File: config.mk
export PLATFORM = sky130hd
export DESIGN_NAME = keta_cmp
export DESIGN_NICKNAME = d
export VERILOG_FILES = /design/src/hw/rtl/keta_pkg.sv /design/src/hw/rtl/keta_cmp.sv
export SDC_FILE = /design/constraint.sdc
export NUM_CORES = 1
export LEC_CHECK = 0
export BUFFER_PORTS_ARGS = -buffer_cell sky130_fd_sc_hd__buf_2
export CAP_MARGIN = 40
export CORE_AREA = 10 10 115 117
export DETAILED_ROUTE_END_ITERATION = 10
export DIE_AREA = 0 0 125 127
export PLACE_DENSITY_LB_ADDON = 0.2
export RECOVER_POWER = 25
export SETUP_SLACK_MARGIN = 0.3
export SLEW_MARGIN = 0
export SYNTH_ARGS = -nofsm -noshare
export SYNTH_HDL_FRONTEND = slang
export SYNTH_SLANG_ARGS = --single-unit
File: constraint.sdc
create_clock -name vclk -period 3
set_input_delay 0.45 -clock vclk [all_inputs]
set_output_delay 0.45 -clock vclk [all_outputs]
set_load 0.05 [all_outputs]
File: src/hw/rtl/keta_pkg.sv
// keyed entry table: shared types, constants and status codes
`timescale 1ns / 1ps

package keta_pkg;

  // table geometry
  localparam int NUM_ENTRIES  = 64;
  localparam int PAYLOAD_BITS = 64;
  localparam int IDX_W        = $clog2(NUM_ENTRIES);
  localparam int CNT_W        = $clog2(NUM_ENTRIES + 1);

  // field widths of the request and result
  localparam int KEY_W        = 64;
  localparam int IN_PL_W      = 64;
  localparam int STATUS_W     = 3;
  localparam int OUT_IDX_W    = 6;
  localparam int OUT_PL_W     = 64;

  // active entry count register
  localparam int CFG_W        = 7;
  localparam int LIM_W        = (CNT_W > CFG_W) ? CNT_W : CFG_W;
  localparam logic [CFG_W-1:0] ACTIVE_RESET = CFG_W'(64);

  // command codes
  localparam logic CMD_WRITE = 1'b0;
  localparam logic CMD_READ  = 1'b1;

  // status codes
  localparam logic [STATUS_W-1:0] ST_UPDATED  = 3'd0;
  localparam logic [STATUS_W-1:0] ST_INSERTED = 3'd1;
  localparam logic [STATUS_W-1:0] ST_FULL     = 3'd2;
  localparam logic [STATUS_W-1:0] ST_HIT      = 3'd3;
  localparam logic [STATUS_W-1:0] ST_MISS     = 3'd4;

  // request payload
  typedef struct packed {
    logic               command;
    logic [KEY_W-1:0]   client_id;
    logic [KEY_W-1:0]   server_id;
    logic [IN_PL_W-1:0] entry_payload;
  } in_req_t;

  // result payload
  typedef struct packed {
    logic [STATUS_W-1:0]  status;
    logic [OUT_IDX_W-1:0] entry_index;
    logic [OUT_PL_W-1:0]  read_payload;
  } out_res_t;

  // one stored table entry
  typedef struct packed {
    logic [KEY_W-1:0]        client_id;
    logic [KEY_W-1:0]        server_id;
    logic [PAYLOAD_BITS-1:0] payload;
  } entry_t;

  // access from the sequencer to the entry store
  typedef struct packed {
    logic             rd_en;
    logic [IDX_W-1:0] rd_addr;
    logic             wr_en;
    logic [IDX_W-1:0] wr_addr;
    entry_t           wr_entry;
  } store_req_t;

  // verdict of the shared compare unit
  typedef struct packed {
    logic key_hit;
    logic empty;
  } cmp_res_t;

endpackage

File: src/hw/rtl/keta_cmp.sv
// keyed entry table: shared key compare and empty-entry detect unit
`timescale 1ns / 1ps

module keta_cmp import keta_pkg::*; (
  input  entry_t           entry,
  input  logic [KEY_W-1:0] client_id,
  input  logic [KEY_W-1:0] server_id,
  output cmp_res_t         res
);

  // both keys must match as whole vectors
  assign res.key_hit = (entry.client_id == client_id) && (entry.server_id == server_id);

  // empty means keys and payload all zero
  assign res.empty = ~|entry;

endmodule

==> impl_metrics.yaml, run 1 <==
detailed_routing:
  via_count: 3184
  routed_wl_um: 16300
  first_pass_iters: 4
  drtAntennaViolNets: 0
  detail_route.wl_per_cell_um: 23.0
  drc: 0
  initialDrtViolationCount: 105
  viasPerCell: 4.51
worst_setup_path:
  path_class: "primary input to primary output"
  crit_path_end_kind: "primary output"
  start_kind: "primary input"
  critical_path_peak_fanout: 2
  worst-endpoint-arrival_ns: 2.09
  critical_path_required_ns: 2.55
  crit_start: "entry[186]"
logic_synthesis:
  synthTopCellsByArea: "xnor2_1 (62%), nor4_1 (20%), nand4_1 (16%)"
  syn_nets: 555
  syn_avg_cell_area_um2: 7.63
  yosysUniqueCellTypes: 6
  synthCells: 235
  synth_warnings: 0
  yosysSeqAreaShare_pct: 0
  synth_top_area_share_pct: 62.5
  synth_top_cell_by_area: "xnor2_1"
  syn_area_mm2: 0.00179
sta:
  tns_ns: 0
  rsz0062_at_grt: "true"
  fin_crit_ns: 2.54
  max_freq_mhz: 393
  fin_crit_sh_pct: 84.8
  relSlewSlack_pct: 53.9
  worst_slew_pin_slew_ns: 0.685
  drv_slew: 0
  setup_viol: 0
  finalHoldViolCount: 0
floorplan:
  dieHeight_um: 127
  core-area_mm2: 0.0111
  dieArea_mm2: 0.0159
  rows: 39
  start_util_pct: 16.1
  dieWidth_um: 125
  ioPinCount: 322
layout:
  nClkBuffers: 0
  finalNonFillerCells: 706
  fillerInstances: 1248
  seq_cells: 0
  regArea_um2: 0
  layout-drive-gt1-share_pct: 59.5
  syn_to_final_growth_pct: 104
  nets: 885
  num_antenna_cells: 0
global_routing:
  antenna_found_initial: 0
  grt_pass1_wl_um: 22800
  grtUsageTotal_pct: 18.5
  grt_max_degree: 3
  grt_overflow: 0
  grt_pass1_vias: 3722
placement:
  dp.cells: 706
  place_congestion: 1.00
  hpwl_um: 15700
  io_buffers: 322
power:
  cellLeakagePower_nw: 1.62
  ir_drop_uv: 48.9
  p_per_area_mw_per_mm2: 136
flow_run:
  max_cap_viol_count: 0
min_path:
  hold_path_end: "res[1]"
  worstHoldStart: "client_id[54]"
  holdPathStages: 7
  hold_class: "primary input to primary output"
clock_tree:
  hold_buffers: 0
  cts_setup_buffers: 0
outcome:
  status: "complete, no violations"
==> what timing repair did <==
item | 4_1_cts | 5_1_grt
endpoints found under the setup margin | 1 | 2
gates resized for setup | 3 | 3
pin swaps | 0 | 0
==> power by group <==
| part | internal [mW] | switching [mW] | leakage, nW |
|---|---|---|---|
| registers | 0 | 0 | 0 |
| logic | 0.278 | 0.220 | 1.62 |
| clock network | 0 | 0 | 0 |
==> kinds of logic after synthesis <==
| logic type | Yosys count | synth area share [%] |
|---|---|---|
| XOR/XNOR | 128 | 62.5 |
| AND/OR/NAND/NOR | 107 | 37.5 |
==> critical path, stage by stage <==
cell and delay [ns]:
buf_2 0.13, nor4_1 0.61, nand4_1 0.18, nor4_1 0.19, and3_1 0.22, clkbuf_2 0.31
==> worst max-delay path by stage <==
| stage | to | cells after the start | slack, ns |
|---|---|---|---|
| final | res[0] | 6 | 0.46 |
| after global placement | res[0] | 6 | 0.07 |
| after floorplan | res[1] | 5 | 0.83 |
| after detailed placement | res[0] | 6 | 0.11 |
| after CTS | res[0] | 7 | 0.30 |
| after global routing | res[1] | 7 | 0.28 |
==> Yosys cell counts <==
| master | number |
|---|---|
| and3_1 | 1 |
| nand4_1 | 46 |
| nor2_1 | 1 |
| nor4_1 | 58 |
| nor4_2 | 1 |
| xnor2_1 | 128 |
==> per-layer routing <==
| layer | wire [um] | GRT usage [%] | vias up | part of all wire [%] |
|---|---|---|---|---|
| met4 | 146 | 1.08 | 0 | 0.90 |
| met1 | 6840 | 22.7 | 1427 | 42 |
| met2 | 8200 | 33.8 | 164 | 50 |
| li1 | - | - | 1579 | - |
| met3 | 1080 | 4.09 | 14 | 6.6 |
| met5 | 0 | 0 | - | 0 |
==> layout by cell type, fill, tap and decap left out, drive strengths merged <==
cell type and count:
buf 327, xnor2 128, nor4 59, nand4 46
nor2 1, and3 1, clkbuf 1
==> per-stage QoR <==
step           util (%)  setup slack, ns  total power [mW]  cell area (um2)  hold WS, ns
2_1_floorplan         -            0.827             0.175             1790         1.27
3_3_place_gp       32.6           0.0677             0.495             3630         1.49
3_5_place_dp       32.6            0.112             0.500             3630         1.50
4_1_cts            32.8            0.304             0.505             3650         1.50
5_1_grt            33.0            0.280             0.542             3670         1.59
6_report           33.0            0.455             0.498             3670         1.49
==> cell type report <==
| type | count | area (um2) | share of cell area (%) |
|---|---|---|---|
| multi-input cells | 235 | 1830 | 49.9 |
| repair buffers | 328 | 1660 | 45.2 |
| well taps | 143 | 179 | 4.88 |
Note: power is estimated with default switching activity, not from simulation.
==> inputs of run 2 (changes only) <==
Settings changed: CORE_AREA 10 10 115 117 to 10 10 116 118, DIE_AREA 0 0 125 127 to 0 0 126 128.
Clock period 3 ns to 2.2 ns, I/O delays scaled along.
==> run 2 against run 1 <==
Sequential share of layout area stayed put. Highest routed layer unchanged. Largest cell class unchanged. Largest power group unchanged. Global-route usage is 0.17 points lower. Power is 48% higher.
==> impl_metrics.yaml, run 2 (synthesis gave the netlist of run 1 again) <==
outcome:
  status: "complete, no violations"
layout:
  num_antenna_cells: 0
  regArea_um2: 0
  nets: 894
  fillerInstances: 1249
  multi_input_area_mm2: 0.00202
  final_common_cell: "buf_2"
  seq_cells: 0
  layout-drive-gt1-share_pct: 63.6
  syn_to_final_growth_pct: 122
  nClkBuffers: 0
  final_cell_mix: "buf_2 (316), xnor2_1 (125), nand4_1 (46), nor4_1 (37), nor4_2 (17)"
  finalNonFillerCells: 715
power:
  p_per_area_mw_per_mm2: 185
  p_total_uw: 737
  ir_drop_uv: 76.9
  cellLeakagePower_nw: 1.72
worst_setup_path:
  crit_path_end_kind: "primary output"
  crit_path_frequent_cell: "nor4_1"
  critical_path_peak_fanout: 2
  critical_path_required_ns: 1.87
  crit_chain: "buf_2 -> nor4_1 -> nand4_1 -> nor4_1 -> and3_4 -> buf_8"
  max_stage_delay_ns: 0.53
  worst-endpoint-arrival_ns: 1.74
  path_class: "primary input to primary output"
  critPathSlowestCell: "nor4_1"
  start_kind: "primary input"
sta:
  drv_slew: 0
  fin_crit_sh_pct: 94.1
  setup_viol: 0
  max_freq_mhz: 483
  fin_ws_ns: 0.131
  worst_slew_pin_slew_ns: 0.563
  rsz0062_at_grt: "true"
  fin_crit_ns: 2.07
  finalHoldViolCount: 0
  relSlewSlack_pct: 62.1
placement:
  place_ws_ns: -0.204
  place_congestion: 0.924
  io_buffers: 322
  dp.cells: 715
  hpwl_um: 15400
floorplan:
  core-area_mm2: 0.0112
  dieHeight_um: 128
  rows: 39
  dieWidth_um: 126
  start_util_pct: 16.0
  dieArea_mm2: 0.0161
  ioPinCount: 322
detailed_routing:
  first_pass_iters: 4
  drc: 0
  drtAntennaViolNets: 0
  detail_route.wl_per_cell_um: 22.9
  routed_wl_um: 16400
  initialDrtViolationCount: 107
  viasPerCell: 4.49
  via_count: 3210
global_routing:
  grt_pass1_vias: 3812
  grt_overflow: 0
  grt_pass1_wl_um: 22900
  grtUsageTotal_pct: 18.4
  grt_max_degree: 3
  antenna_found_initial: 0
min_path:
  hold_class: "primary input to primary output"
flow_run:
  max_cap_viol_count: 0
[run 2: cell types whose count changed in the layout (fill, tap and decap cells not counted), sizes merged]
cell  previous run  this run
buf            327       336
[run 2: per-layer routing]
metal	GRT usage, %	part of all wire (%)	vias up
met5	0	0	-
met4	1.00	0.40	0
met3	3.89	7.4	6
met2	33.7	52	147
met1	22.4	40	1460
li1	-	-	1597
[run 2: metrics by stage]
stage                     area, um2  TNS, ns  utilization (%)  hold WS [ns]
after global placement         3710   -0.476             33.1          1.24
after CTS                      3890        0             34.7          1.22
after detailed placement       3710   -0.393             33.1          1.23
after global routing           3980  -0.0403             35.5          1.26
final                          3980        0             35.5          1.22
after floorplan                1800        0                -         0.976
[run 2: final timing paths]
kind                  to  slack (ns)       start  cells past startpoint
setup / recovery  res[0]        0.13  entry[169]                      6
hold / removal    res[0]        1.22    entry[2]                      6
[run 2: worst max-delay path, delay by kind of cell]
family | cells | cell delay (ns)
buffers and inverters | 2 | 0.25
AND/OR/NAND/NOR | 4 | 1.16
[run 2: power by group]
group	switching [mW]	total [mW]	internal [mW]
clock network	0	0	0
logic	0.333	0.737	0.404
registers	0	0	0
[run 2: final cells by class]
class                      count  area share (%)
multi-input combinational    235            50.8
tap                          143            4.50
timing repair buffer         337            44.7
[run 2: repair_timing]
action | 4_1_cts | 5_1_grt
setup buffers | 0 | 0
endpoints found under the setup margin | 2 | 2
gates cloned | 0 | 0
gates resized for setup | 28 | 18
pin swaps | 5 | 4
hold buffers | 0 | 0
==> inputs of run 3 (changes only) <==
Settings changed: SETUP_SLACK_MARGIN 0.3 to 0.02.
Clock period 2.2 ns to 2 ns, I/O delays scaled along.
==> run 3 against run 2 <==
The run now ends with negative setup slack left. Critical path depth rose by 1. Sequential cell count did not move. Utilization fell by 0.21 points.
==> impl_metrics.yaml, run 3 (synthesis gave the netlist of run 1 again) <==
worst_setup_path:
  critical_path_required_ns: 1.70
  crit_family: "simple AND/OR/NAND/NOR gates"
  crit_path_end_kind: "primary output"
  crit_chain: "buf_2 -> nor4_1 -> nand4_1 -> nor4_2 -> buf_4 -> and3_1 -> buf_12"
  critical_path_peak_fanout: 2
  start_kind: "primary input"
  path_buf_inv: 3
  max_stage_delay_ns: 0.43
  critPathSlowestCell: "nor4_1"
  path_class: "primary input to primary output"
  worst-endpoint-arrival_ns: 1.79
outcome:
  status: "finished, violations left"
  violations: "negative setup slack"
floorplan:
  core-area_mm2: 0.0112
  ioPinCount: 322
  rows: 39
  dieHeight_um: 128
  dieArea_mm2: 0.0161
  start_util_pct: 16.0
  dieWidth_um: 126
layout:
  layout-drive-gt1-share_pct: 62.7
  num_antenna_cells: 0
  nets: 899
  syn_to_final_growth_pct: 120
  nClkBuffers: 0
  final_common_cell: "buf_2"
  final_cell_mix: "buf_2 (319), xnor2_1 (122), nand4_1 (46), nor4_1 (46), buf_4 (20)"
  seq_cells: 0
  finalNonFillerCells: 720
  regArea_um2: 0
  fin_util_pct: 35.2
sta:
  finalHoldViolCount: 0
  fin_crit_ns: 2.09
  rsz0062_at_grt: "true"
  setup_viol: 1
  max_freq_mhz: 478
  worst_slew_pin_slew_ns: 0.456
  drv_slew: 0
  relSlewSlack_pct: 69.3
  fin_ws_ns: -0.0917
  fin_crit_sh_pct: 105
detailed_routing:
  routed_wl_um: 16100
  drtAntennaViolNets: 0
  drc: 0
  viasPerCell: 4.41
  initialDrtViolationCount: 130
  detail_route.wl_per_cell_um: 22.4
  first_pass_iters: 4
  via_count: 3177
clock_tree:
  cts_setup_buffers: 0
  hold_buffers: 0
power:
  seqPwrFrac_pct: 0
  p_int_uw: 448
  cellLeakagePower_nw: 1.76
  ir_drop_uv: 88.3
  p_per_area_mw_per_mm2: 204
  p_total_uw: 809
  p_sw_share_pct: 44.6
  pwr-share-clk_pct: 0
  power.switching_uw: 361
  p_comb_share_pct: 100.0
global_routing:
  grt_pass1_vias: 3850
  grtUsageTotal_pct: 18.1
  grt_max_degree: 3
  grt_pass1_wl_um: 22800
  grt_overflow: 0
  antenna_found_initial: 0
placement:
  place_congestion: 0.887
  hpwl_um: 15500
  io_buffers: 322
  dp.cells: 720
min_path:
  hold_class: "primary input to primary output"
flow_run:
  max_cap_viol_count: 0
run 3: cell count changes in the layout (fill, tap and decap cells not counted), moves of 2 or more:
cell     delta
xnor2_4     -2
xnor2_1     -3
buf_8       -2
nor4_2     -11
buf_6       -2
buf_2       +3
xnor2_2     +5
nor4_1      +9
nor4_4      +2
buf_4       +6
run 3: final timing paths:
kind,endpoint,startpoint,cells past startpoint
hold / removal,res[1],server_id[20],7
setup / recovery,res[0],entry[86],7
run 3: cell type report:
type / instances / area [um2]
Fill cell: 1237 / 7270
Timing Repair Buffer: 342 / 1800
Multi-Input combinational cell: 235 / 1980
Tap cell: 143 / 179
run 3: what timing repair did:
action                     4_1_cts  5_1_grt
gates cloned                     0        0
setup endpoints to repair        2        2
pin swaps                        5        3
gates resized for setup         21        6
run 3: power groups by stage:
stage	sequential [mW]	clock (mW)	combinational (mW)
2_1_floorplan	0	0	0.263
3_3_place_gp	0	0	0.776
3_5_place_dp	0	0	0.779
4_1_cts	0	0	0.811
5_1_grt	0	0	0.877
6_report	0	0	0.809
run 3: stage by stage:
stage | hold slack (ns) | setup WS (ns) | setup TNS, ns | cell area [um2]
finish | 1.16 | -0.0917 | -0.0917 | 3960
global route | 1.20 | -0.134 | -0.161 | 3960
CTS | 1.17 | -0.0760 | -0.0788 | 3910
detailed placement | 1.17 | -0.321 | -0.623 | 3760
global placement | 1.17 | -0.329 | -0.647 | 3760
floorplan | 0.973 | 0.127 | 0 | 1790
run 3: worst min-delay path, cell delays in order:
cell,delay (ns)
buf_2,0.08
xnor2_1,0.07
nand4_1,0.07
nor4_1,0.05
nand4_1,0.09
nor2_2,0.06
buf_12,0.14
run 3: routing by layer:
| metal | wire [um] | vias up | global-route usage, % |
|---|---|---|---|
| li1 | - | 1609 | - |
| met1 | 6660 | 1407 | 22.8 |
| met2 | 8210 | 155 | 32.5 |
| met3 | 1160 | 6 | 3.76 |
| met4 | 83 | 0 | 0.871 |
| met5 | 0 | - | 0 |
