## config.mk

```make
export PLATFORM = sky130hd
export DESIGN_NAME = keta_ctrl
export DESIGN_NICKNAME = d
export VERILOG_FILES = /design/src/hw/rtl/keta_pkg.sv /design/src/hw/rtl/keta_ctrl.sv
export SDC_FILE = /design/constraint.sdc
export NUM_CORES = 1
export LEC_CHECK = 0
export BUFFER_PORTS_ARGS = -buffer_cell sky130_fd_sc_hd__clkbuf_2
export CAP_MARGIN = 20
export CELL_PAD_IN_SITES_DETAIL_PLACEMENT = 1
export CELL_PAD_IN_SITES_GLOBAL_PLACEMENT = 2
export CORE_AREA = 2 2 313 315
export DETAILED_ROUTE_END_ITERATION = 10
export DIE_AREA = 0 0 315 317
export PLACE_DENSITY_LB_ADDON = 0.1
export SYNTH_ARGS = -nofsm -noshare
export SYNTH_HDL_FRONTEND = slang
export SYNTH_SLANG_ARGS = --single-unit
```

## constraint.sdc

```tcl
create_clock -name clk -period 9.4 [get_ports clk]
set_input_delay 1.88 -clock clk [delete_from_list [all_inputs] [get_ports clk]]
set_output_delay 1.88 -clock clk [all_outputs]
set_load 0.005 [all_outputs]
```

## src/hw/rtl/keta_pkg.sv

```systemverilog
// keyed entry table: shared types, constants and status codes
`timescale 1ns / 1ps

package keta_pkg;

  // table geometry
  localparam int NUM_ENTRIES  = 64;
  localparam int PAYLOAD_BITS = 64;
  localparam int IDX_W        = $clog2(NUM_ENTRIES);
  localparam int CNT_W        = $clog2(NUM_ENTRIES + 1);

  // field widths of the request and result
  localparam int KEY_W        = 64;
  localparam int IN_PL_W      = 64;
  localparam int STATUS_W     = 3;
  localparam int OUT_IDX_W    = 6;
  localparam int OUT_PL_W     = 64;

  // active entry count register
  localparam int CFG_W        = 7;
  localparam int LIM_W        = (CNT_W > CFG_W) ? CNT_W : CFG_W;
  localparam logic [CFG_W-1:0] ACTIVE_RESET = CFG_W'(64);

  // command codes
  localparam logic CMD_WRITE = 1'b0;
  localparam logic CMD_READ  = 1'b1;

  // status codes
  localparam logic [STATUS_W-1:0] ST_UPDATED  = 3'd0;
  localparam logic [STATUS_W-1:0] ST_INSERTED = 3'd1;
  localparam logic [STATUS_W-1:0] ST_FULL     = 3'd2;
  localparam logic [STATUS_W-1:0] ST_HIT      = 3'd3;
  localparam logic [STATUS_W-1:0] ST_MISS     = 3'd4;

  // request payload
  typedef struct packed {
    logic               command;
    logic [KEY_W-1:0]   client_id;
    logic [KEY_W-1:0]   server_id;
    logic [IN_PL_W-1:0] entry_payload;
  } in_req_t;

  // result payload
  typedef struct packed {
    logic [STATUS_W-1:0]  status;
    logic [OUT_IDX_W-1:0] entry_index;
    logic [OUT_PL_W-1:0]  read_payload;
  } out_res_t;

  // one stored table entry
  typedef struct packed {
    logic [KEY_W-1:0]        client_id;
    logic [KEY_W-1:0]        server_id;
    logic [PAYLOAD_BITS-1:0] payload;
  } entry_t;

  // access from the sequencer to the entry store
  typedef struct packed {
    logic             rd_en;
    logic [IDX_W-1:0] rd_addr;
    logic             wr_en;
    logic [IDX_W-1:0] wr_addr;
    entry_t           wr_entry;
  } store_req_t;

  // verdict of the shared compare unit
  typedef struct packed {
    logic key_hit;
    logic empty;
  } cmp_res_t;

endpackage

```

## src/hw/rtl/keta_ctrl.sv

```systemverilog
// keyed entry table: scan sequencer, config register and result register
`timescale 1ns / 1ps

module keta_ctrl import keta_pkg::*; (
  input  logic             clk,
  input  logic             rst_n,
  input  logic             start,
  output logic             busy,
  input  in_req_t          in_req,
  input  logic             cfg_we,
  input  logic [CFG_W-1:0] cfg_wdata,
  input  entry_t           rd_entry,
  input  cmp_res_t         cmp_res,
  output store_req_t       store_req,
  output logic [KEY_W-1:0] key_client,
  output logic [KEY_W-1:0] key_server,
  output logic             out_strobe,
  output out_res_t         out_res
);

  typedef enum logic [1:0] {
    S_IDLE,
    S_SCAN,
    S_COMMIT
  } state_t;

  state_t                  state_r,       state_nxt;
  logic [CFG_W-1:0]        active_r,      active_nxt;
  in_req_t                 req_r,         req_nxt;
  logic [CNT_W-1:0]        limit_r,       limit_nxt;
  logic [CNT_W-1:0]        addr_r,        addr_nxt;
  logic                    cmp_vld_r,     cmp_vld_nxt;
  logic [IDX_W-1:0]        cmp_idx_r,     cmp_idx_nxt;
  logic                    hit_found_r,   hit_found_nxt;
  logic [IDX_W-1:0]        hit_idx_r,     hit_idx_nxt;
  logic [PAYLOAD_BITS-1:0] hit_pl_r,      hit_pl_nxt;
  logic                    empty_found_r, empty_found_nxt;
  logic [IDX_W-1:0]        empty_idx_r,   empty_idx_nxt;
  logic                    out_strobe_r,  out_strobe_nxt;
  out_res_t                out_res_r,     out_res_nxt;

  logic [CNT_W-1:0]        lim_cfg;
  logic [CNT_W-1:0]        last_idx;

  // scan limit saturates at the table size
  assign lim_cfg  = (LIM_W'(active_r) > LIM_W'(NUM_ENTRIES)) ? CNT_W'(NUM_ENTRIES)
                                                             : CNT_W'(active_r);
  assign last_idx = limit_r - CNT_W'(1);

  assign busy       = (state_r != S_IDLE);
  assign key_client = req_r.client_id;
  assign key_server = req_r.server_id;
  assign out_strobe = out_strobe_r;
  assign out_res    = out_res_r;

  // sequencer next-state logic
  always_comb begin
    state_nxt       = state_r;
    active_nxt      = cfg_we ? cfg_wdata : active_r;
    req_nxt         = req_r;
    limit_nxt       = limit_r;
    addr_nxt        = addr_r;
    cmp_vld_nxt     = cmp_vld_r;
    cmp_idx_nxt     = cmp_idx_r;
    hit_found_nxt   = hit_found_r;
    hit_idx_nxt     = hit_idx_r;
    hit_pl_nxt      = hit_pl_r;
    empty_found_nxt = empty_found_r;
    empty_idx_nxt   = empty_idx_r;
    out_strobe_nxt  = 1'b0;
    out_res_nxt     = out_res_r;
    store_req       = '0;

    case (state_r)
      S_IDLE: begin
        if (start) begin
          req_nxt         = in_req;
          limit_nxt       = lim_cfg;
          addr_nxt        = '0;
          cmp_vld_nxt     = 1'b0;
          hit_found_nxt   = 1'b0;
          empty_found_nxt = 1'b0;
          state_nxt       = (lim_cfg == '0) ? S_COMMIT : S_SCAN;
        end
      end

      S_SCAN: begin
        // issue one entry read per cycle
        if (addr_r < limit_r) begin
          store_req.rd_en   = 1'b1;
          store_req.rd_addr = addr_r[IDX_W-1:0];
          addr_nxt          = addr_r + CNT_W'(1);
          cmp_vld_nxt       = 1'b1;
          cmp_idx_nxt       = addr_r[IDX_W-1:0];
        end else begin
          cmp_vld_nxt = 1'b0;
        end
        // judge the entry read in the previous cycle
        if (cmp_vld_r) begin
          if (cmp_res.key_hit && !hit_found_r) begin
            hit_found_nxt = 1'b1;
            hit_idx_nxt   = cmp_idx_r;
            hit_pl_nxt    = rd_entry.payload;
          end
          if (cmp_res.empty && !empty_found_r) begin
            empty_found_nxt = 1'b1;
            empty_idx_nxt   = cmp_idx_r;
          end
          // first key match ends the scan, as does the last active entry
          if (cmp_res.key_hit || (CNT_W'(cmp_idx_r) == last_idx)) begin
            state_nxt = S_COMMIT;
          end
        end
      end

      S_COMMIT: begin
        out_strobe_nxt           = 1'b1;
        out_res_nxt.entry_index  = '0;
        out_res_nxt.read_payload = '0;
        store_req.wr_entry.client_id = req_r.client_id;
        store_req.wr_entry.server_id = req_r.server_id;
        store_req.wr_entry.payload   = req_r.entry_payload[PAYLOAD_BITS-1:0];
        if (req_r.command == CMD_WRITE) begin
          if (hit_found_r) begin
            store_req.wr_en         = 1'b1;
            store_req.wr_addr       = hit_idx_r;
            out_res_nxt.status      = ST_UPDATED;
            out_res_nxt.entry_index = OUT_IDX_W'(hit_idx_r);
          end else if (empty_found_r) begin
            store_req.wr_en         = 1'b1;
            store_req.wr_addr       = empty_idx_r;
            out_res_nxt.status      = ST_INSERTED;
            out_res_nxt.entry_index = OUT_IDX_W'(empty_idx_r);
          end else begin
            out_res_nxt.status = ST_FULL;
          end
        end else begin
          if (hit_found_r) begin
            out_res_nxt.status       = ST_HIT;
            out_res_nxt.entry_index  = OUT_IDX_W'(hit_idx_r);
            out_res_nxt.read_payload = OUT_PL_W'(hit_pl_r);
          end else begin
            out_res_nxt.status = ST_MISS;
          end
        end
        state_nxt = S_IDLE;
      end

      default: begin
        state_nxt = S_IDLE;
      end
    endcase
  end

  // state, config register and result register
  always_ff @(posedge clk) begin
    if (!rst_n) begin
      state_r      <= S_IDLE;
      active_r     <= ACTIVE_RESET;
      out_strobe_r <= 1'b0;
      cmp_vld_r    <= 1'b0;
    end else begin
      state_r       <= state_nxt;
      active_r      <= active_nxt;
      out_strobe_r  <= out_strobe_nxt;
      cmp_vld_r     <= cmp_vld_nxt;
      req_r         <= req_nxt;
      limit_r       <= limit_nxt;
      addr_r        <= addr_nxt;
      cmp_idx_r     <= cmp_idx_nxt;
      hit_found_r   <= hit_found_nxt;
      hit_idx_r     <= hit_idx_nxt;
      hit_pl_r      <= hit_pl_nxt;
      empty_found_r <= empty_found_nxt;
      empty_idx_r   <= empty_idx_nxt;
      out_res_r     <= out_res_nxt;
    end
  end

endmodule

```

==> out/qor.txt, run 1 <==
Wirelength, routed = 59110 µm
Hold wc startpoint = cmp_idx_r[1]
FF-to-FF End = hit_pl_r[9]
Sequential area share after synthesis = 74.92%
Post-Syn Area per Cell = 15.54 µm²
Tcrit/Tclk final = 49.99%
Setup Crit Path Kind = reg2out
Area after DPL = 18850 µm²
Max Freq = 212.8 MHz
CP Data Arrival Time = 2.82 ns
Die area = 99860 µm²
Setup TNS = 0 ns
Crit Reg-Reg Startpoint = state_r[0]
Syn_nets = 1364
Smallest hold slack = 0.5313 ns
Synth Warn # = 0
Drt wl/cell = 20.75 µm
CTS Buf Count = 51
IO Count = 807
Logic pwr share = 5.8%
Syn Inst Count = 958
First-pass GRT wire length = 79250 µm
Vias in the first global route = 10275
Final Critical Period = 4.699 ns
Req. time, crit path = 7.52 ns
Status = completed
Number of cells on the worst hold path = 0
Max Root-Sink Buffers = 3
Clock-pin slew on the worst setup and hold paths = 0.05 ns
Final Util = 21.22%
Via count = 9642
DP Wirelength = 43870 µm
Multi-input gate area = 2591 µm²
Routability cong. = 0.7501
DRC = 0
Register area = 11150 µm²
Pin count of the biggest net entering global routing = 192
Root buffer cell = clkbuf_16
CTS tree = built
Share of cells above drive strength 1 = 49.04%
CP Launch Type = register
Clock Sinks = 375
Area Growth Syn to Fin = 37.30%
Synth top area share = 73.44%
Post-CTS setup buffers = 0
Post-route cell area = 20430 µm²
Skew-Pair Late Insertion Delay = 0.61 ns
Core area = 96280 µm²
Setup violation total in the final timing report = 0
Cts repair resizes = 0
Average via count per standard cell = 3.386
RSZ-0062 raised after global routing = false
Pwr dens = 196.9 nW/µm²
Top cells by area, synth = edfxtp_1 73%, and2_1 8.5%, buf_4 6.5%, and3_1 2.8%, dfxtp_1 1.5%
Sequential fraction of design power = 48.0%
Endpoints failing hold = 0
Yosys reg bits = 375
Initial antenna violation count = 17
Pleak = 8.488 nW
Gr usage total = 11.22%
Internal power = 0.003083 W
Nets = 1932
Core Rows = 114
Final Max Tran Viols = 0
CP max FO = 10
Hold EP = hit_idx_r[1]
Unique cell type count in the Yosys netlist = 38
Synth Cell Area = 14880 µm²
DRT Pass-1 Iters = 6
Die height = 317 µm
DP Worst Slack = 5.086 ns
Switch Pwr = 0.0009411 W
Remaining antenna violation count after routing = 0
Clock Skew = 0.02559 ns
CTS HTree Levels = 2
R2R Setup Slk = 6.56 ns
Worst hold path class = reg2reg
Switching share of power = 23.39%
Final worst slack = 4.701 ns
Area leader, netlist = edfxtp_1
Max-Cap Viols = 0
Die Wd = 315 µm
Worst Tran Pin Value = 1.199 ns
Starting density of the core = 15.46%
Fillers = 10852
Grt ovf = 0
Port Buf Inserts = 678
Clk pwr share = 46.2%
DR iter-0 viols = 466
Setup crit end kind = output port
Max-slew headroom = 20.07%
R2R depth = 3
Hold buffers post-CTS = 0
Worst vdd ir = 0.0001193 V
## cells by family after synthesis
logic type | synth area share [%]
flip-flops | 74.92
AND/OR/NAND/NOR | 14.01
AO/OA/AOI/OAI | 1.320
buffers and inverters | 7.802
adder cells (fa/ha/maj) | 0.6726
XOR/XNOR | 0.6473
multiplexers | 0.6221
## flip-flops by register name, indices dropped and copies added (netlist names)
signal / cells
state_r: 2
empty_found_r: 1
cmp_vld_r: 1
empty_idx_r: 6
cmp_idx_r: 6
out_strobe: 1
limit_r: 7
addr_r: 7
key_client: 64
hit_pl_r: 64
hit_found_r: 1
hit_idx_r: 6
active_r: 7
key_server: 64
req_r: 65
out_res: 73
## power by group through the flow
stage	Sequential, W	Clock, W	Combinational (W)
2_1_floorplan	0.00196	0	0.000120
3_3_place_gp	0.00197	0	0.000246
3_5_place_dp	0.00197	0	0.000246
4_1_cts	0.00193	0.00196	0.000247
5_1_grt	0.00194	0.00202	0.000263
6_report	0.00193	0.00186	0.000234
## cells in the final DEF (no fill, tap or decap), drive strengths merged, types with 7 or more instances in the layout
master | netlist | final
and3 | 66 | 66
o21ai | 10 | 10
buf | 130 | 8
and2 | 203 | 203
mux2i | 7 | 7
clkbuf | 41 | 744
edfxtp | 364 | 364
clkinv | 0 | 21
nand2 | 19 | 19
a21oi | 9 | 9
inv | 9 | 10
nor2 | 16 | 16
ha | 8 | 8
nor2b | 21 | 21
dfxtp | 11 | 11
## routing by layer
metal	vias up	track usage [%]	wire length (µm)
met5	-	0	104
met4	16	3.604	1357
met3	88	5.022	5695
met2	385	19.85	30910
met1	4746	11.88	21040
li1	4407	-	-
## synthesized netlist by cell type
cell type and count:
dfxtp_1 11, xor2_1 5, a211oi_1 1, a21o_1 2, nor4_4 1, mux2i_1 7
o311ai_0 1, and3_1 66, nor2_1 16, clkbuf_1 41, nand2_1 19, xnor2_1 6
o21ai_1 1, o211ai_1 1, or2_4 1, nor3b_1 3, a21oi_1 8, ha_1 8
o2bb2ai_1 2, a211oi_2 1, a21oi_2 1, o21ai_0 9, nor2b_1 21, nor4_1 1
buf_2 1, edfxtp_1 364, nand3_1 3, nand2b_1 6, o41ai_1 1, buf_4 129
o21ba_2 1, mux2_2 2, nand3b_1 1, inv_1 9, nand4_1 1, a311o_1 1
and2_1 203, nor3_1 3
## worst max path at each step
stage | start | slack (ns) | endpoint | depth (start not counted)
CTS | addr_r[4] | 4.56 | store_req[199] | 7
detailed placement | rst_n | 5.09 | hit_pl_r[25] | 4
finish | addr_r[4] | 4.70 | store_req[200] | 7
global route | addr_r[4] | 4.38 | store_req[200] | 7
global placement | rst_n | 5.08 | hit_pl_r[25] | 4
floorplan | cmp_res[1] | 2.08 | hit_idx_r[0] | 2
## cell type report
cell class / instances / share of cell area (%)
clock buffers: 66 / 6.723
flip-flops and latches: 375 / 54.57
well taps: 1276 / 7.813
repair buffers: 686 / 17.02
inverters: 9 / 0.1653
clock inverters: 27 / 0.9552
multi-input cells: 403 / 12.68
diodes: 6 / 0.07348
## metrics by stage
stage | power (W) | instances
after floorplan | 0.002081 | 958
after global placement | 0.002212 | 2749
after detailed placement | 0.002213 | 2749
after CTS | 0.004143 | 2842
after global routing | 0.004218 | 2845
final | 0.004024 | 2848
## critical path: stages (launching register included)
cell,delay (ns)
edfxtp_1,0.50
ha_1,0.34
a21o_1,0.18
a21oi_1,0.13
o21ai_1,0.10
a211oi_2,0.63
and2_1,0.21
clkbuf_2,0.12
Power figures use the tool's default switching activity.
==> inputs of run 2 (changes only) <==
- ABC_AREA: unset -> 1
- clock period: 9.4 -> 4.72 ns (I/O delays scaled with it)
==> run 2 against run 1 <==
Against the previous run:
- via count increased by 8.1%
- global-route usage decreased by 0.13 points
- area after synthesis increased by 2.1%
- highest routed layer unchanged
==> out/qor.txt, run 2 <==
Max-slew headroom = 35.28%
RSZ-0062 raised after global routing = false
DP Worst Slack = 1.633 ns
CTS tree = built
Pwr dens = 391.9 nW/µm²
Synth Warn # = 0
Core area = 96280 µm²
Clock Sinks = 375
Synth top area share = 71.91%
Drt wl/cell = 18.29 µm
Pleak = 9.672 nW
Most common cell after layout, fill and taps aside = clkbuf_2
Internal power = 0.006137 W
Average via count per standard cell = 3.312
Post-synth top cells = 364 x edfxtp_1, 301 x inv_1, 292 x nor2_1, 129 x buf_4, 35 x nand2_1
Clock Skew = 0.01812 ns
Setup TNS = 0 ns
DR iter-0 viols = 491
Nets = 2238
Skew-Pair Late Insertion Delay = 0.61 ns
Setup crit end kind = output port
Post-CTS setup buffers = 0
Routability cong. = 0.7411
Final Util = 21.53%
Clk pwr share = 44.7%
Logic pwr share = 7.5%
First-pass GRT wire length = 79590 µm
Yosys reg bits = 375
Core Rows = 114
Starting density of the core = 15.79%
Endpoints failing hold = 0
Post-synth EDFFs = 364
Via count = 10419
Max-Cap Viols = 0
Gr usage total = 11.09%
DP Wirelength = 43220 µm
Die area = 99860 µm²
IO Count = 807
Final worst slack = 1.124 ns
Die height = 317 µm
Share of cells above drive strength 1 = 41.06%
Port Buf Inserts = 678
Post-route cell area = 20730 µm²
Cts repair resizes = 0
Pin count of the biggest net entering global routing = 101
Status = completed
Switch Pwr = 0.001988 W
Clock-pin slew on the worst setup and hold paths = 0.06 ns
DRC = 0
Count leader, synth = edfxtp_1
Post-synth top flop = edfxtp_1
Async set-reset flop share out of synthesis = 0%
Req. time, crit path = 3.78 ns
Tcrit/Tclk final = 76.18%
Final Critical Period = 3.596 ns
Max Freq = 278.1 MHz
Area after DPL = 19210 µm²
Setup Crit Path Kind = reg2out
Worst hold path class = reg2reg
Max reg flops = 73
Wirelength, routed = 57540 µm
Area leader, netlist = edfxtp_1
Vias in the first global route = 11111
Sequential area share after synthesis = 73.36%
Sequential fraction of design power = 47.8%
Hold buffers post-CTS = 0
Area Growth Syn to Fin = 36.37%
CTS HTree Levels = 2
Die Wd = 315 µm
Fillers = 11086
Setup violation total in the final timing report = 0
Remaining antenna violation count after routing = 0
CP Launch Type = register
Commonest non-fill, non-tap cells in the layout = 678 x clkbuf_2, 364 x edfxtp_1, 301 x inv_1
DRT Pass-1 Iters = 4
CP max FO = 100
Initial antenna violation count = 9
Root buffer cell = clkbuf_16
Syn Inst Count = 1252
Top cells by area, synth = edfxtp_1 72%, inv_1 7.4%, nor2_1 7.2%, buf_4 6.4%, dfxtp_1 1.4%
Worst vdd ir = 0.0002450 V
Final Max Tran Viols = 0
Synth Cell Area = 15200 µm²
CTS Buf Count = 52
Grt ovf = 0
Max Root-Sink Buffers = 3
Switching share of power = 24.46%
Syn_nets = 1658
CP Data Arrival Time = 2.65 ns
Unique cell type count in the Yosys netlist = 31
Post-Syn Area per Cell = 12.14 µm²
Worst Tran Pin Value = 0.9673 ns
==> run 2: cell count changes after synthesis, moves of 6 or more <==
cell	previous run	this run
mux2i_1	7	0
buf_2	1	22
nor2b_1	21	0
a21oi_1	8	15
clkbuf_1	41	8
nand2_1	19	35
nor2_1	16	292
inv_1	9	301
and2_1	203	0
and3_1	66	6
nand3_1	3	13
o21ai_0	9	15
nand2b_1	6	0
==> run 2: power groups by stage <==
stage | sequential (W) | combinational, W | clock (W)
CTS | 0.00389 | 0.000644 | 0.00384
global route | 0.00390 | 0.000701 | 0.00394
finish | 0.00389 | 0.000611 | 0.00363
detailed placement | 0.00396 | 0.000640 | 0
floorplan | 0.00394 | 0.000323 | 0
global placement | 0.00395 | 0.000640 | 0
==> run 2: per-stage QoR <==
step / total power [W] / hold slack, ns / std cells
floorplan: 0.004263 / 0.4482 / 1252
global placement: 0.004593 / 0.4227 / 3053
detailed placement: 0.004597 / 0.4226 / 3054
CTS: 0.008374 / 0.4269 / 3144
global route: 0.008546 / 0.4405 / 3145
finish: 0.008125 / 0.4278 / 3146
==> run 2: final timing paths <==
check | startpoint | endpoint | slack [ns] | depth (start not counted)
worst min register to register | active_r[6] | limit_r[6] | 0.43 | 0
worst max-delay path | state_r[0] | store_req[65] | 1.12 | 5
worst min-delay path | active_r[6] | limit_r[6] | 0.43 | 0
worst max register to register | limit_r[2] | addr_r[3] | 2.30 | 8
==> run 2: cells by family (layout without fill, tap and decap cells) <==
logic type / count (synthesis) / count (layout) / share of synthesized area, %
simple gates: 361 / 361 / 9.458
fa+ha+maj: 8 / 8 / 0.6585
xor+xnor: 7 / 7 / 0.4033
flops: 375 / 375 / 73.36
other cells: 0 / 2 / 0
buf+inv: 465 / 1081 / 14.86
compound gates: 36 / 36 / 1.268
==> run 2: worst max-delay path, stage by stage (launching register included) <==
cell and delay [ns]:
dfxtp_1 0.48, nor2_4 0.12, inv_6 0.65, buf_12 0.42, nor2_1 0.11, clkbuf_2 0.15
==> run 2: cell type report <==
type                    count  area (µm²)  share of cell area [%]
diodes                      2       5.005                 0.02414
clock buffers              67        1379                   6.651
clock inverters            23       140.1                  0.6760
inverters                 304        1146                   5.529
multi-input cells         412        1817                   8.764
flip-flops and latches    375       11150                   53.79
well taps                1276        1597                   7.702
repair buffers            687        3496                   16.86
==> run 2: routing by layer <==
| layer | share of wire, % | vias to the layer above | global-route usage [%] | routed length, µm |
|---|---|---|---|---|
| li1 | - | 4960 | - | - |
| met5 | 0.12 | - | 0 | 70 |
| met2 | 48 | 373 | 18.10 | 27430 |
| met3 | 9.8 | 85 | 5.008 | 5649 |
| met1 | 40 | 4987 | 12.87 | 22950 |
| met4 | 2.5 | 14 | 3.766 | 1442 |
==> inputs of run 3 (changes only) <==
- clock period: 4.72 -> 3.1 ns (I/O delays scaled with it)
==> run 3 against run 2 <==
Against the previous run:
- clock power increased by 58%
- cell area increased by 1.9%
- power increased by 55%
- flip-flop and latch count unchanged
- critical path depth unchanged
- critical endpoint is now store_req[136]
==> out/qor.txt, run 3 (synthesis results as in run 2) <==
CTS Buf Count = 52
Share of cells above drive strength 1 = 41.64%
Max-Cap Viols = 0
Worst Tran Pin Value = 0.6156 ns
Worst hold path class = in2reg
Max Root-Sink Buffers = 3
Wirelength, routed = 56640 µm
Gr usage total = 10.94%
Via count = 10454
Port Buf Inserts = 678
Design Power = 0.01261 W
Commonest non-fill, non-tap cells in the layout = 678 x clkbuf_2, 364 x edfxtp_1, 301 x inv_1
First-pass GRT wire length = 78700 µm
Starting density of the core = 15.79%
CP peak stage delay = 0.49 ns
Area Growth Syn to Fin = 38.92%
Pin count of the biggest net entering global routing = 74
IO Count = 807
Most common cell after layout, fill and taps aside = clkbuf_2
CP Launch Type = register
Vias in the first global route = 11025
Setup Crit Path Kind = reg2out
CP Data Arrival Time = 2.26 ns
Smallest hold slack = 0.1660 ns
Clock Skew = 0.01165 ns
Clock-pin slew on the worst setup and hold paths = 0.06 ns
Die height = 317 µm
Final worst slack = 0.2167 ns
Drt wl/cell = 17.87 µm
Average via count per standard cell = 3.299
Req. time, crit path = 2.48 ns
R2R depth = 5
Max Freq = 346.8 MHz
DR iter-0 viols = 442
Clock Sinks = 375
Chain of cells forming the critical path = nor2_4 > inv_8 > buf_4 > nor2_1 > clkbuf_2
Pwr dens = 597.4 nW/µm²
Setup violation total in the final timing report = 0
Endpoints failing hold = 0
Worst vdd ir = 0.0003568 V
Nets = 2258
Final Critical Period = 2.883 ns
Tcrit/Tclk final = 93.01%
Pleak = 9.855 nW
Remaining antenna violation count after routing = 0
DRC = 0
Max reg flops = 73
Status = completed
Core area = 96280 µm²
Max-slew headroom = 58.87%
Number of cells on the worst hold path = 1
Root buffer cell = clkbuf_16
RSZ-0062 raised after global routing = true
Die Wd = 315 µm
DP Wirelength = 43720 µm
DP Worst Slack = 0.6063 ns
Final Max Tran Viols = 0
CTS HTree Levels = 2
CTS tree = built
Critical path's slowest cell = dfxtp_1
Setup TNS = 0 ns
Routability cong. = 0.7482
Grt ovf = 0
Setup crit end kind = output port
Final Util = 21.93%
Die area = 99860 µm²
Fillers = 11079
CP max FO = 73
Skew-Pair Late Insertion Delay = 0.62 ns
DRT Pass-1 Iters = 4
Core Rows = 114
Initial antenna violation count = 11
[run 3: per-stage QoR]
stage,cells,area (µm²)
final,3169,21120
after global routing,3167,21110
after CTS,3165,21090
after detailed placement,3072,19510
after global placement,3072,19510
after floorplan,1252,15210
[run 3: path summary, 6_finish.rpt]
path | from | to | slack [ns]
worst min register to register | active_r[6] | limit_r[6] | 0.43
worst min-delay path | in_req[74] | key_server[10] | 0.17
worst max-delay path | state_r[0] | store_req[136] | 0.22
worst max register to register | state_r[0] | hit_pl_r[9] | 0.81
[run 3: repair_timing]
action / 4_1_cts / 5_1_grt
gates cloned: 0 / 0
pin swaps: 0 / 1
endpoints found under the setup margin: 36 / 14
buffers inserted: 1 / 1
gates resized for setup: 2 / 4
hold buffers: 0 / 0
[run 3: critical path, delay by kind of cell (launching register included)]
kind	cells	cell delay, ns
flip-flops	1	0.49
AND/OR/NAND/NOR	2	0.18
buffers and inverters	3	0.83
[run 3: power breakdown]
group | switching, W | leakage, nW | internal [W]
logic | 0.000585 | 5.65 | 0.000389
clock network | 0.00240 | 0.760 | 0.00333
registers | 0.000104 | 3.44 | 0.00581
total | 0.00309 | 9.85 | 0.00953
[run 3: area by class of cell]
class / instances / area, µm² / share of cell area, %
repair buffers: 707 / 3811 / 18.05
inverters: 304 / 1149 / 5.439
clock inverters: 23 / 212.7 / 1.007
clock buffers: 69 / 1365 / 6.464
multi-input cells: 412 / 1824 / 8.639
flip-flops and latches: 375 / 11150 / 52.81
diodes: 3 / 7.507 / 0.03555
well taps: 1276 / 1597 / 7.561
[run 3: per-layer routing]
metal,routed length (µm),track usage (%),vias to the layer above
met2,27170,17.88,358
met3,4985,4.389,96
met4,1607,4.058,12
met5,79,0,-
li1,-,-,5003
met1,22790,12.91,4985
